==> src/sv/atp_pkg.sv <==
// Shared constants for the arrowhead triangle pipeline.
// No dependencies; imported by every module of the block.
`timescale 1ns / 1ps
`default_nettype none
package atp_pkg;
  localparam int COORD_BITS_DEF = 24;
  localparam int SIZE_BITS_DEF  = 16;
endpackage
`default_nettype wire

==> src/sv/atp_isqrt.sv <==
// Pipelined integer square root, one root bit per register stage.
// Carries a sideband word alongside; uses atp_pkg defaults.
`timescale 1ns / 1ps
`default_nettype none
module atp_isqrt #(
  parameter int NR  = atp_pkg::COORD_BITS_DEF + 1,
  parameter int SBW = 8
) (
  input  wire logic            clk,
  input  wire logic            rst_n,
  input  wire logic            en,
  input  wire logic            in_valid,
  input  wire logic [2*NR-1:0] in_rad,
  input  wire logic [SBW-1:0]  in_sb,
  output logic                 out_valid,
  output logic [NR-1:0]        out_root,
  output logic [SBW-1:0]       out_sb
);
  import atp_pkg::*;

  localparam int RW = NR + 2;

  logic            v_r    [NR];
  logic [2*NR-1:0] rad_r  [NR];
  logic [RW-1:0]   rem_r  [NR];
  logic [NR-1:0]   root_r [NR];
  logic [SBW-1:0]  sb_r   [NR];

  for (genvar i = 0; i < NR; i++) begin : g_stage
    logic            p_v;
    logic [2*NR-1:0] p_rad;
    logic [RW-1:0]   p_rem;
    logic [NR-1:0]   p_root;
    logic [SBW-1:0]  p_sb;
    logic [RW+1:0]   rsh;
    logic [RW+1:0]   trial;
    logic            ge;

    if (i == 0) begin : g_first
      assign p_v    = in_valid;
      assign p_rad  = in_rad;
      assign p_rem  = '0;
      assign p_root = '0;
      assign p_sb   = in_sb;
    end else begin : g_next
      assign p_v    = v_r[i-1];
      assign p_rad  = rad_r[i-1];
      assign p_rem  = rem_r[i-1];
      assign p_root = root_r[i-1];
      assign p_sb   = sb_r[i-1];
    end

    // Bring down two radicand bits, try (root << 2) | 1.
    assign rsh   = {p_rem, p_rad[2*NR-1 -: 2]};
    assign trial = (RW+2)'({p_root, 2'b01});
    assign ge    = (rsh >= trial);

    always_ff @(posedge clk) begin
      if (!rst_n) begin
        v_r[i] <= 1'b0;
      end else if (en) begin
        v_r[i] <= p_v;
      end
      if (en) begin
        rad_r[i]  <= p_rad << 2;
        rem_r[i]  <= ge ? RW'(rsh - trial) : RW'(rsh);
        root_r[i] <= {p_root[NR-2:0], ge};
        sb_r[i]   <= p_sb;
      end
    end
  end

  assign out_valid = v_r[NR-1];
  assign out_root  = root_r[NR-1];
  assign out_sb    = sb_r[NR-1];
endmodule
`default_nettype wire

==> config.mk <==
export PLATFORM = sky130hd
export DESIGN_NAME = atp_isqrt
export DESIGN_NICKNAME = d
export VERILOG_FILES = /design/src/sv/atp_pkg.sv /design/src/sv/atp_isqrt.sv
export SDC_FILE = /design/constraint.sdc
export NUM_CORES = 2
export LEC_CHECK = 0
export ABC_CLOCK_PERIOD_IN_PS = 6300
export BUFFER_PORTS_ARGS = -buffer_cell sky130_fd_sc_hd__buf_4
export CAP_MARGIN = 10
export CORE_ASPECT_RATIO = 1.2
export CORE_MARGIN = 3
export CORE_UTILIZATION = 35
export DETAILED_ROUTE_END_ITERATION = 10
export GPL_ROUTABILITY_DRIVEN = 0
export HOLD_SLACK_MARGIN = 0.15
export PLACE_DENSITY = 0.49
export SLEW_MARGIN = 5
export SYNTH_ARGS = -nofsm -noshare
export SYNTH_HDL_FRONTEND = slang
export SYNTH_SLANG_ARGS = --single-unit
==> constraint.sdc <==
create_clock -name clk -period 6.3 [get_ports clk]
set_input_delay 0.63 -clock clk [delete_from_list [all_inputs] [get_ports clk]]
set_output_delay 0.63 -clock clk [all_outputs]
set_load 0.05 [all_outputs]
==> metrics.txt <==
status finished, final reports clean; crit end category flip-flop; first-pass GRT wire length 242,000 um; Max H-tree Level 4; max cap viols 0; Util after Layout 0.404; grt peak-use layer met2; commonest non-fill, non-tap cell in the layout edfxtp_1; router iterations before antenna repair 5; number of synthesized register bits 1,761; Clock transition at path regs 0.06 ns; Die X-Extent 438 um; worst min path class input port to flip-flop; vias in the first global route 44,600; CTS tree built; CP cell instances ha_1, or3_1, o22a_1, a211oi_1, nor4_1, o211ai_1, o31a_1, clkinv_1, buf_16, mux2_2; unrepaired setup endpoints after global routing false; Post-Route WL 152,000 um; antenna violations before repair 2; Tmin final 4.30 ns; slowest stage delay, CP 0.65 ns; Die ar. 230,000 sq um; design area 89,700 sq um; maximum fanout along the worst path 21; count of input and output buffers 95; crit path max-delay cell type a211oi_1; Cell Pwr Density 347 nW/um^2; Nets 6,422; skew final 0.0512 ns; GR Layer Usage met2 0.236; Max-Slew Margin vs Limit 0.168; Post-route DRC 0; Max Root-Sink Buffers 3; DR WL/cell 16.7 um; worst vdd ir 0.000228 V; Req. time, crit path 6.86 ns; Avg Cell Area, Syn 13.7 sq um; most frequent cells in the layout edfxtp_1, inv_1, nor2_1, a21oi_1, ha_1; Layout area overhead 14.3%; sequential share of the synthesized area 0.674; CTS Sinks 1,761; Fin Setup TNS 0 ns; share of cells above drive strength 1 0.0892; EDFF count, synth 1,760; post-synthesis net count 6,142; top cells by area, synth edfxtp_1, ha_1, xnor2_1; GRT Residual Overflow 0; iteration-0 DRC count of the detailed router 2,859; GR met1 Demand/Resource 0.152; postcts setup bufs 0; io pins 96; detailed placement HPWL 106,000 um; Synth cell types 83; Final setup viols 0; worst setup margin 2.00 ns; multi-input logic area 23,500 sq um; nature of the critical path startpoint flip-flop; Hold Vio Cnt, Final 0; Setup Slack @ Placement 2.13 ns; yosys warns 0; met3 GRT Util 0.0252; Async SR Flop Fraction 0; vias post-DR 44,300; overall power 31.1 mW; synthesized area 78,400 sq um; row count 189; clk_lat worst skew 0.82 ns; cell taking the most area after synthesis edfxtp_1; storage element area 52,900 sq um; DP Area 82,900 sq um; Worst Path Buf+Inv 2; Clock Tree Root clkbuf_16; Total Routing Usage GR 0.131; largest net degree at the start of global routing 162; Gate Count Post-Synth 5,728; Top Family by Delay on Critical Path compound AO/OA/AOI/OAI gates; CP arrival 4.87 ns; top_reg_cell synth edfxtp_1; Initial Util 0.354; vias per inst 4.86; Slew @ Worst Pin 1.24 ns; # resized after CTS 0; top achievable clock speed 0.232 GHz; Fillers 20,800; Die Ht 525 um; Crit Path Category flip-flop to flip-flop; fin crit share 0.683; max-slew violation count 0; Post-DRT Antenna Nets 0; Synth top area share 0.674; leakage 33.6 nW; placeable core area 222,000 sq um; TritonCTS Buffers 187
power breakdown:
| part | switching [mW] | leakage, nW | total [mW] | internal (mW) |
|---|---|---|---|---|
| Clock | 4.61 | 2.97 | 10.9 | 6.32 |
| Sequential | 0.768 | 17.0 | 15.3 | 14.5 |
| Combinational | 2.76 | 13.7 | 4.89 | 2.13 |
flip-flops by register name, indices dropped and copies added, names as in the netlist:
signal	count
v_r	25
sb_r	200
rad_r	600
rem_r	611
root_r	325
final timing paths:
| path | start | end | slack (ns) | depth (start not counted) |
|---|---|---|---|---|
| max | rem_r[2][110]$_DFFE_PP_ | rem_r[2][139]$_DFFE_PP_ | 2.00 | 10 |
| min | en | rad_r[0][0]$_DFFE_PP_ | 0.31 | 1 |
| max reg2reg | rem_r[2][110]$_DFFE_PP_ | rem_r[2][139]$_DFFE_PP_ | 2.00 | 10 |
| min reg2reg | rad_r[0][161]$_DFFE_PP_ | rad_r[0][211]$_DFFE_PP_ | 0.41 | 0 |
worst reg2reg max path, cell delays in order, from the launching register on:
cell      delay (ns)
edfxtp_1        0.39
ha_1            0.25
or3_1           0.37
o22a_1          0.24
a211oi_1        0.65
nor4_1          0.22
o211ai_1        0.33
o31a_1          0.38
clkinv_1        0.58
buf_16          0.37
mux2_2          0.29
layout make-up:
class	count	area share
Tap cell	2960	0.0413
Timing Repair Buffer	190	0.0197
Inverter	449	0.0188
Sequential cell	1761	0.590
Antenna cell	2	0.0000558
Multi-Input combinational cell	3419	0.262
Clock inverter	116	0.0138
Clock buffer	229	0.0544
Yosys cell counts (59+ instances only):
cell / n
xnor2_1: 261
a21o_1: 92
edfxtp_1: 1760
clkbuf_1: 92
o21ai_0: 217
nor2_1: 390
nand3_1: 86
mux2_2: 89
xor2_1: 234
nand2_1: 303
or3_1: 59
nor4_1: 81
inv_1: 447
nor3_1: 135
a21oi_1: 389
nand2b_1: 62
ha_1: 352
o21a_1: 69
metrics by stage:
stage	cells	hold slack [ns]
after floorplan	5728	0.400
after global placement	8716	0.400
after detailed placement	8717	0.405
after CTS	9123	0.270
after global routing	9126	0.302
final	9126	0.311
timing repair:
item / CTS / global route
endpoints found under the hold margin: 61 / 0
endpoints found under the setup margin: 0 / 0
hold buffers: 61 / 0
cells by family after synthesis:
kind of cell               after synthesis  share of synthesized area
DFF                                   1761                      0.674
and+or+nand+nor                       1433                     0.0922
AOI/OAI and AO/OA                     1038                     0.0817
buffers and inverters                  548                     0.0264
xor gates and xnor gates               495                     0.0553
adders and majority gates              352                     0.0562
muxes                                  100                     0.0142
other                                    1                  0.0000478
metal layers:
metal | part of all wire | wire length [um] | vias up
met5 | 0.000046 | 7 | -
met4 | 0.036 | 5430 | 2
met3 | 0.042 | 6420 | 284
met2 | 0.52 | 79100 | 746
met1 | 0.40 | 61300 | 21400
li1 | - | - | 21900
(Power assumes the default switching activity.)
